### src/rtl/lkv_pkg.sv
package lkv_pkg;

    // sizes of the store
    localparam int ENTRIES = 16;
    localparam int IDX_W   = $clog2(ENTRIES);
    localparam int CNT_W   = $clog2(ENTRIES + 1);
    localparam int KEY_W   = 32;
    localparam int VAL_W   = 32;

    // capacity register
    localparam int CAP_W   = 5;
    localparam int CMP_W   = (CAP_W > CNT_W) ? CAP_W : CNT_W;
    localparam logic [CAP_W-1:0] CAP_RESET = CAP_W'(16);

    // stream widths
    localparam int S_DATA_W = KEY_W + VAL_W;
    localparam int M_DATA_W = VAL_W + KEY_W;

    // operation codes
    localparam logic OP_GET = 1'b0;
    localparam logic OP_PUT = 1'b1;

    // controller states
    typedef enum logic {
        ST_IDLE,
        ST_UPDATE
    } state_t;

    // commands from controller to datapath
    typedef struct packed {
        logic capture;
        logic commit;
    } cmd_t;

endpackage

### src/rtl/lkv_ctrl.sv
module lkv_ctrl (
    input  logic          aclk,
    input  logic          aresetn,
    input  logic          s_tvalid,
    output logic          s_tready,
    output logic          m_tvalid,
    input  logic          m_tready,
    output lkv_pkg::cmd_t cmd
);

    lkv_pkg::state_t state_reg, state_next;
    logic            m_tvalid_reg, m_tvalid_next;

    // state and output valid registers
    always_ff @(posedge aclk) begin
        if (!aresetn) begin
            state_reg    <= lkv_pkg::ST_IDLE;
            m_tvalid_reg <= 1'b0;
        end else begin
            state_reg    <= state_next;
            m_tvalid_reg <= m_tvalid_next;
        end
    end

    // next state and commands
    always_comb begin
        state_next  = state_reg;
        s_tready    = 1'b0;
        cmd.capture = 1'b0;
        cmd.commit  = 1'b0;
        unique case (state_reg)
            lkv_pkg::ST_IDLE: begin
                s_tready = 1'b1;
                if (s_tvalid) begin
                    cmd.capture = 1'b1;
                    state_next  = lkv_pkg::ST_UPDATE;
                end
            end
            lkv_pkg::ST_UPDATE: begin
                // wait until the output register can take the result
                if (!m_tvalid_reg || m_tready) begin
                    cmd.commit = 1'b1;
                    state_next = lkv_pkg::ST_IDLE;
                end
            end
            default: begin
                state_next = lkv_pkg::ST_IDLE;
            end
        endcase
    end

    // output valid: set on commit, cleared on transfer
    always_comb begin
        if (cmd.commit) begin
            m_tvalid_next = 1'b1;
        end else if (m_tready) begin
            m_tvalid_next = 1'b0;
        end else begin
            m_tvalid_next = m_tvalid_reg;
        end
    end

    assign m_tvalid = m_tvalid_reg;

endmodule

### src/rtl/lkv_datapath.sv
module lkv_datapath (
    input  logic                           aclk,
    input  logic                           aresetn,
    input  logic                           cfg_wr_en,
    input  logic [lkv_pkg::CAP_W-1:0]      cfg_wr_data,
    input  logic [lkv_pkg::S_DATA_W-1:0]   s_tdata,
    input  logic [0:0]                     s_tuser,
    input  lkv_pkg::cmd_t                  cmd,
    output logic [lkv_pkg::M_DATA_W-1:0]   m_tdata,
    output logic [1:0]                     m_tuser
);

    // entry storage
    logic [lkv_pkg::KEY_W-1:0]   key_reg   [lkv_pkg::ENTRIES];
    logic [lkv_pkg::VAL_W-1:0]   value_reg [lkv_pkg::ENTRIES];
    logic [lkv_pkg::ENTRIES-1:0] valid_reg;
    logic [lkv_pkg::IDX_W-1:0]   rank_reg  [lkv_pkg::ENTRIES];
    logic [lkv_pkg::CNT_W-1:0]   used_reg;
    logic [lkv_pkg::CAP_W-1:0]   cap_reg;

    // captured item and lookup results
    logic                        op_reg;
    logic [lkv_pkg::KEY_W-1:0]   key_in_reg;
    logic [lkv_pkg::VAL_W-1:0]   value_in_reg;
    logic                        hit_reg;
    logic                        full_reg;
    logic [lkv_pkg::IDX_W-1:0]   slot_reg;
    logic [lkv_pkg::VAL_W-1:0]   found_value_reg;
    logic [lkv_pkg::IDX_W-1:0]   found_rank_reg;

    // output registers
    logic                        out_hit_reg;
    logic                        out_evicted_reg;
    logic [lkv_pkg::VAL_W-1:0]   out_read_value_reg;
    logic [lkv_pkg::KEY_W-1:0]   out_evicted_key_reg;

    // lookup logic
    logic [lkv_pkg::KEY_W-1:0]   in_key;
    logic [lkv_pkg::VAL_W-1:0]   in_value;
    logic                        match_any;
    logic [lkv_pkg::IDX_W-1:0]   match_idx;
    logic [lkv_pkg::IDX_W-1:0]   victim_idx;
    logic [lkv_pkg::IDX_W-1:0]   free_idx;
    logic [lkv_pkg::IDX_W-1:0]   oldest_rank;
    logic [lkv_pkg::CMP_W-1:0]   cap_ext;
    logic [lkv_pkg::CMP_W-1:0]   eff_cap;
    logic                        full;
    logic                        evict;
    logic                        put_miss;

    assign in_key   = s_tdata[lkv_pkg::KEY_W-1:0];
    assign in_value = s_tdata[lkv_pkg::S_DATA_W-1:lkv_pkg::KEY_W];

    // effective capacity: zero acts as one, saturates at the depth
    always_comb begin
        cap_ext = lkv_pkg::CMP_W'(cap_reg);
        if (cap_ext == '0) begin
            eff_cap = lkv_pkg::CMP_W'(1);
        end else if (cap_ext > lkv_pkg::CMP_W'(lkv_pkg::ENTRIES)) begin
            eff_cap = lkv_pkg::CMP_W'(lkv_pkg::ENTRIES);
        end else begin
            eff_cap = cap_ext;
        end
        full = (lkv_pkg::CMP_W'(used_reg) >= eff_cap);
    end

    assign oldest_rank = lkv_pkg::IDX_W'(used_reg - lkv_pkg::CNT_W'(1));

    // parallel key compare, victim and free slot search (lowest index wins)
    always_comb begin
        match_any  = 1'b0;
        match_idx  = '0;
        victim_idx = '0;
        free_idx   = '0;
        for (int i = lkv_pkg::ENTRIES - 1; i >= 0; i--) begin
            if (valid_reg[i] && key_reg[i] == in_key) begin
                match_any = 1'b1;
                match_idx = lkv_pkg::IDX_W'(i);
            end
            if (valid_reg[i] && rank_reg[i] == oldest_rank) begin
                victim_idx = lkv_pkg::IDX_W'(i);
            end
            if (!valid_reg[i]) begin
                free_idx = lkv_pkg::IDX_W'(i);
            end
        end
    end

    // capture the item and its lookup
    always_ff @(posedge aclk) begin
        if (cmd.capture) begin
            op_reg          <= s_tuser[0];
            key_in_reg      <= in_key;
            value_in_reg    <= in_value;
            hit_reg         <= match_any;
            full_reg        <= full;
            found_value_reg <= value_reg[match_idx];
            found_rank_reg  <= rank_reg[match_idx];
            if (match_any) begin
                slot_reg <= match_idx;
            end else if (full) begin
                slot_reg <= victim_idx;
            end else begin
                slot_reg <= free_idx;
            end
        end
    end

    assign put_miss = (op_reg == lkv_pkg::OP_PUT) && !hit_reg;
    assign evict    = put_miss && full_reg;

    // capacity register
    always_ff @(posedge aclk) begin
        if (!aresetn) begin
            cap_reg <= lkv_pkg::CAP_RESET;
        end else if (cfg_wr_en) begin
            cap_reg <= cfg_wr_data;
        end
    end

    // valid bits, recency ranks and fill count
    always_ff @(posedge aclk) begin
        if (!aresetn) begin
            valid_reg <= '0;
            used_reg  <= '0;
            for (int i = 0; i < lkv_pkg::ENTRIES; i++) begin
                rank_reg[i] <= '0;
            end
        end else if (cmd.commit) begin
            if (hit_reg) begin
                // promote: younger entries age by one
                for (int i = 0; i < lkv_pkg::ENTRIES; i++) begin
                    if (lkv_pkg::IDX_W'(i) == slot_reg) begin
                        rank_reg[i] <= '0;
                    end else if (valid_reg[i] && rank_reg[i] < found_rank_reg) begin
                        rank_reg[i] <= rank_reg[i] + lkv_pkg::IDX_W'(1);
                    end
                end
            end else if (put_miss) begin
                // insert as most recent, replacing the victim when full
                for (int i = 0; i < lkv_pkg::ENTRIES; i++) begin
                    if (lkv_pkg::IDX_W'(i) == slot_reg) begin
                        rank_reg[i]  <= '0;
                        valid_reg[i] <= 1'b1;
                    end else if (valid_reg[i]) begin
                        rank_reg[i] <= rank_reg[i] + lkv_pkg::IDX_W'(1);
                    end
                end
                if (!full_reg) begin
                    used_reg <= used_reg + lkv_pkg::CNT_W'(1);
                end
            end
        end
    end

    // key and value storage
    always_ff @(posedge aclk) begin
        if (cmd.commit && op_reg == lkv_pkg::OP_PUT) begin
            value_reg[slot_reg] <= value_in_reg;
            if (!hit_reg) begin
                key_reg[slot_reg] <= key_in_reg;
            end
        end
    end

    // result register
    always_ff @(posedge aclk) begin
        if (cmd.commit) begin
            out_hit_reg     <= hit_reg;
            out_evicted_reg <= evict;
            if (evict) begin
                out_evicted_key_reg <= key_reg[slot_reg];
            end else begin
                out_evicted_key_reg <= '0;
            end
            if (op_reg == lkv_pkg::OP_PUT) begin
                out_read_value_reg <= '0;
            end else if (hit_reg) begin
                out_read_value_reg <= found_value_reg;
            end else begin
                out_read_value_reg <= '1;
            end
        end
    end

    assign m_tdata = {out_evicted_key_reg, out_read_value_reg};
    assign m_tuser = {out_evicted_reg, out_hit_reg};

endmodule

### src/rtl/lru_key_value_cache.sv
// one item at a time: key compare in the accept cycle, then the rank and entry
// update cycle that loads the output register; no new item is taken until the
// update is done, and the result is valid once the output register is loaded
// a waiting result holds the update cycle until it is taken
// reset (aresetn low, synchronous): all entries invalid, ranks and count zero,
// capacity 16, no result pending
module lru_key_value_cache (
    input  logic                          aclk,
    input  logic                          aresetn,
    // configuration
    input  logic                          cfg_wr_en,
    input  logic [lkv_pkg::CAP_W-1:0]     cfg_wr_data,   // capacity_in_use
    // input stream
    input  logic                          s_tvalid,
    output logic                          s_tready,
    input  logic [lkv_pkg::S_DATA_W-1:0]  s_tdata,       // key, value
    input  logic [0:0]                    s_tuser,       // operation
    // result stream
    output logic                          m_tvalid,
    input  logic                          m_tready,
    output logic [lkv_pkg::M_DATA_W-1:0]  m_tdata,       // read_value, evicted_key
    output logic [1:0]                    m_tuser        // hit, evicted
);

    lkv_pkg::cmd_t cmd;

    // controller
    lkv_ctrl u_ctrl (
        .aclk     (aclk),
        .aresetn  (aresetn),
        .s_tvalid (s_tvalid),
        .s_tready (s_tready),
        .m_tvalid (m_tvalid),
        .m_tready (m_tready),
        .cmd      (cmd)
    );

    // datapath
    lkv_datapath u_datapath (
        .aclk        (aclk),
        .aresetn     (aresetn),
        .cfg_wr_en   (cfg_wr_en),
        .cfg_wr_data (cfg_wr_data),
        .s_tdata     (s_tdata),
        .s_tuser     (s_tuser),
        .cmd         (cmd),
        .m_tdata     (m_tdata),
        .m_tuser     (m_tuser)
    );

    // one item at a time: no new transfer right after one is taken
    assert property (@(posedge aclk) disable iff (!aresetn)
        (s_tvalid && s_tready) |=> !s_tready)
        else $error("input taken while an item is in progress");

    // with a free output, the result is valid once the update state has loaded the output register
    assert property (@(posedge aclk) disable iff (!aresetn)
        (s_tvalid && s_tready && !m_tvalid) |=> ##1 m_tvalid)
        else $error("result missing after input transfer");

    // an eviction only happens on a missing put
    assert property (@(posedge aclk) disable iff (!aresetn)
        (m_tvalid && m_tuser[1]) |-> !m_tuser[0])
        else $error("eviction reported together with a hit");

endmodule
### config.mk
export PLATFORM = sky130hd
export DESIGN_NAME = lru_key_value_cache
export DESIGN_NICKNAME = d
export VERILOG_FILES = /design/src/rtl/lkv_pkg.sv /design/src/rtl/lkv_ctrl.sv /design/src/rtl/lkv_datapath.sv /design/src/rtl/lru_key_value_cache.sv
export SDC_FILE = /design/constraint.sdc
export NUM_CORES = 2
export LEC_CHECK = 0
export ABC_AREA = 0
export BUFFER_PORTS_ARGS = -buffer_cell sky130_fd_sc_hd__buf_2
export CAP_MARGIN = 40
export CORE_MARGIN = 2
export CORE_UTILIZATION = 63
export DETAILED_ROUTE_END_ITERATION = 8
export PLACE_DENSITY_LB_ADDON = 0.05
export SYNTH_ARGS = -nofsm -noshare
export SYNTH_HDL_FRONTEND = slang
export SYNTH_SLANG_ARGS = --single-unit
### constraint.sdc
create_clock -name aclk -period 7.7 [get_ports aclk]
set_input_delay 0.77 -clock aclk [delete_from_list [all_inputs] [get_ports aclk]]
set_output_delay 0.77 -clock aclk [all_outputs]
set_load 0.03 [all_outputs]
==> flow_summary_export.csv <==
group,metric,value,unit
route,firstDrtPassIters,8,
job,cap_violations,0,
sta,period_share,0.753,
floorplan,die_w,314,um
clock_network,cts-buffers-inserted,134,
cells_and_area,fillers,5843,
clock_network,path_clk_slew,0.06,ns
grt,grt_overflow,0,
worst_setup_path,cp.required,8.19,ns
clock_network,cts_tree,"built",
synth,synth-simple-area-share,0.0811,
synth,syn_avg_cell_area,15.0,um^2
clock_network,cts_buffer_depth,3,
route,drc,0,
cells_and_area,syn2layout_area_growth,11.4,%
place,gp_congestion,1.17,
synth,async_reset_ff_frac,0,
clock_network,ctsHoldBuffers,0,
floorplan,die-area,0.0983,mm^2
place,pre_cts_slack,1.44,ns
floorplan,start_util,0.636,
synth,ys_ff_latch,1289,
grt,grt_max_degree,118,
route,drt-wirelength-per-cell,41.4,um
grt,grt_pass1_wl,313000,um
floorplan,die_h,314,um
worst_setup_path,start_kind,"primary input",
place,dp_cells,5300,
clock_network,clock_sinks,1289,
grt,grt_pass1_vias,38900,
outcome,outcome,"finished, final reports clean",
sta,min_period,5.80,ns
cells_and_area,final_cells,5551,
place,numPortBuffers,142,
synth,synthMuxAreaShare,0.0966,
cells_and_area,layout_common_cells,"edfxtp_1 (1261), xor2_1 (444), nor4_1 (177)",
worst_setup_path,critPathKind,"primary input to register",
cells_and_area,finalNetCount,4322,
worst_setup_path,cp_max_fo,52,
clock_network,postCtsSetupBuffers,0,
synth,synthFlopType,"edfxtp_1",
synth,synth_compound_gate_area_share,0.0553,
sta,hold_viol,0,
route,first_iter_violations,8142,
synth,ys_types,84,
floorplan,io-pin-count,143,
worst_setup_path,path_buf_inv,2,
clock_network,insertion_delay,0.79,ns
floorplan,core,0.0950,mm^2
route,vias,41500,
floorplan,num_rows,113,
synth,synthAdderAreaFrac,0.0147,
worst_setup_path,crit_arrival,6.29,ns
clock_network,htreeDepth,4,
synth,synth_area,0.0604,mm^2
sta,slew-limit-headroom,0.247,
clock_network,ctsRootBufferMaster,"clkbuf_16",
sta,rsz0062_at_grt,"false",
synth,synth_nets,4160,
synth,synthXorXnorAreaFrac,0.0892,
sta,fin_ws,1.90,ns
route,via_per_inst,7.47,
pwr,ir_drop,0.000274,V
sta,fmaxAchievable,0.172,GHz
grt,antenna_found_initial,13,
sta,tns,0,ns
sta,finClkSkew,0.0359,ns
pwr,leakagePower,23.0,nW
clock_network,cts-resized-gates,0,
place,placed_area,0.0627,mm^2
synth,synth-seq-area-share,0.636,
worst_setup_path,cpPeakStageDelay,0.82,ns
synth,synth_edf_count,1261,
place,hpwl,157000,um
route,ant_nets,0,
hold_path,min_path_type,"primary input to register",
sta,drv_slew,0,
route,routed_wl,230000,um
worst_setup_path,critPathTopFamily,"simple AND/OR/NAND/NOR gates",
cells_and_area,drive_gt1_frac,0.174,
sta,setup_violations,0,
synth,ys_warn_count,0,
worst_setup_path,cp_slowest_cell,"nor4_1",
grt,grt_use_total,0.468,
cells_and_area,final_common_cell,"edfxtp_1",
pwr,p_per_area,233,mW/mm^2
worst_setup_path,worst_setup_path_end_kind,"register",
synth,netlist_instances,4014,
worst_setup_path,cp_cell_sequence,"buf_2 -> xor2_1 -> nor4_1 -> nand3_1 -> or4_4 -> a21boi_1 -> or2_0 -> a21boi_4 -> buf_4 -> mux2_1 -> nand2_1 -> o21ai_0 -> or3_1",
synth,synth_top_family_by_area,"multiplexers",
cells_and_area,postLayoutCellArea,0.0672,mm^2
sta,tightest_slew,1.13,ns
metrics by stage:
step | hold WS [ns] | power (mW) | utilization
5_1_grt | 0.158 | 15.9 | 0.708
3_3_place_gp | 0.490 | 9.05 | 0.655
2_1_floorplan | 0.449 | 8.60 | -
6_report | 0.166 | 15.7 | 0.708
3_5_place_dp | 0.515 | 9.08 | 0.660
4_1_cts | 0.143 | 15.6 | 0.707
power breakdown:
| group | total [mW] | internal (mW) | switching, mW |
|---|---|---|---|
| clock network | 6.67 | 3.83 | 2.85 |
| logic | 1.04 | 0.293 | 0.744 |
| registers | 7.97 | 7.82 | 0.150 |
| total | 15.7 | 11.9 | 3.74 |
synth_stat cells, types with 38 or more instances:
master,n,share of area
nand2_1,169,0.011
xnor2_1,165,0.024
clkbuf_1,101,0.0063
xor2_1,445,0.065
nor4_1,177,0.018
buf_6,39,0.0073
mux4_2,160,0.060
ha_1,71,0.015
nor2_1,126,0.0078
or3_1,40,0.0041
mux2i_1,152,0.025
buf_2,57,0.0047
edfxtp_1,1261,0.63
nand3_1,108,0.0090
inv_1,63,0.0039
o22ai_1,38,0.0039
a21oi_1,109,0.0090
and2_1,47,0.0049
nand4_1,71,0.0074
area by class of cell:
| class | count | area [um^2] | area share |
|---|---|---|---|
| flip-flops and latches | 1289 | 38400 | 0.572 |
| multi-input cells | 2425 | 20700 | 0.307 |
| clock buffers | 157 | 3490 | 0.0519 |
| repair buffers | 263 | 1840 | 0.0274 |
| well taps | 1265 | 1580 | 0.0235 |
| clock inverters | 85 | 978 | 0.0146 |
| inverters | 63 | 236 | 0.00352 |
| diodes | 4 | 10.0 | 0.000149 |
metal layers:
metal	wire, um	track usage
met5	77	0
met4	10500	0.178
met3	38200	0.173
met2	97400	0.663
met1	83600	0.664
kinds of logic (layout without fill, tap and decap cells):
logic type	Yosys count	count (layout)
buffers and inverters	300	568
multiplexers	375	375
flip-flops	1289	1289
other	0	4
AND/OR/NAND/NOR	898	898
adder cells (fa/ha/maj)	71	71
XOR/XNOR	612	612
AO/OA/AOI/OAI	469	469
worst reg2reg max path, cell delays in order, from the launching register on:
cell	delay, ns
edfxtp_1	0.47
xor2_1	0.31
nor4_1	0.82
nand3_1	0.18
or4_4	0.51
a21boi_1	0.35
or2_0	0.40
a21boi_4	0.62
buf_4	0.76
mux2_1	0.49
nand2_1	0.10
o21ai_0	0.09
or3_1	0.41
final timing paths:
kind | depth (start not counted) | slack (ns) | start | to
worst max-delay path | 13 | 1.90 | s_tdata[13] | u_datapath.found_value_reg[25]
worst min-delay path | 1 | 0.17 | s_tdata[46] | u_datapath.value_in_reg[14]
worst max register to register | 12 | 1.91 | u_datapath.key_reg[2][13] | u_datapath.found_value_reg[25]
worst min register to register | 2 | 0.52 | u_ctrl.m_tvalid | u_ctrl.m_tvalid
Power figures use the tool's default switching activity.
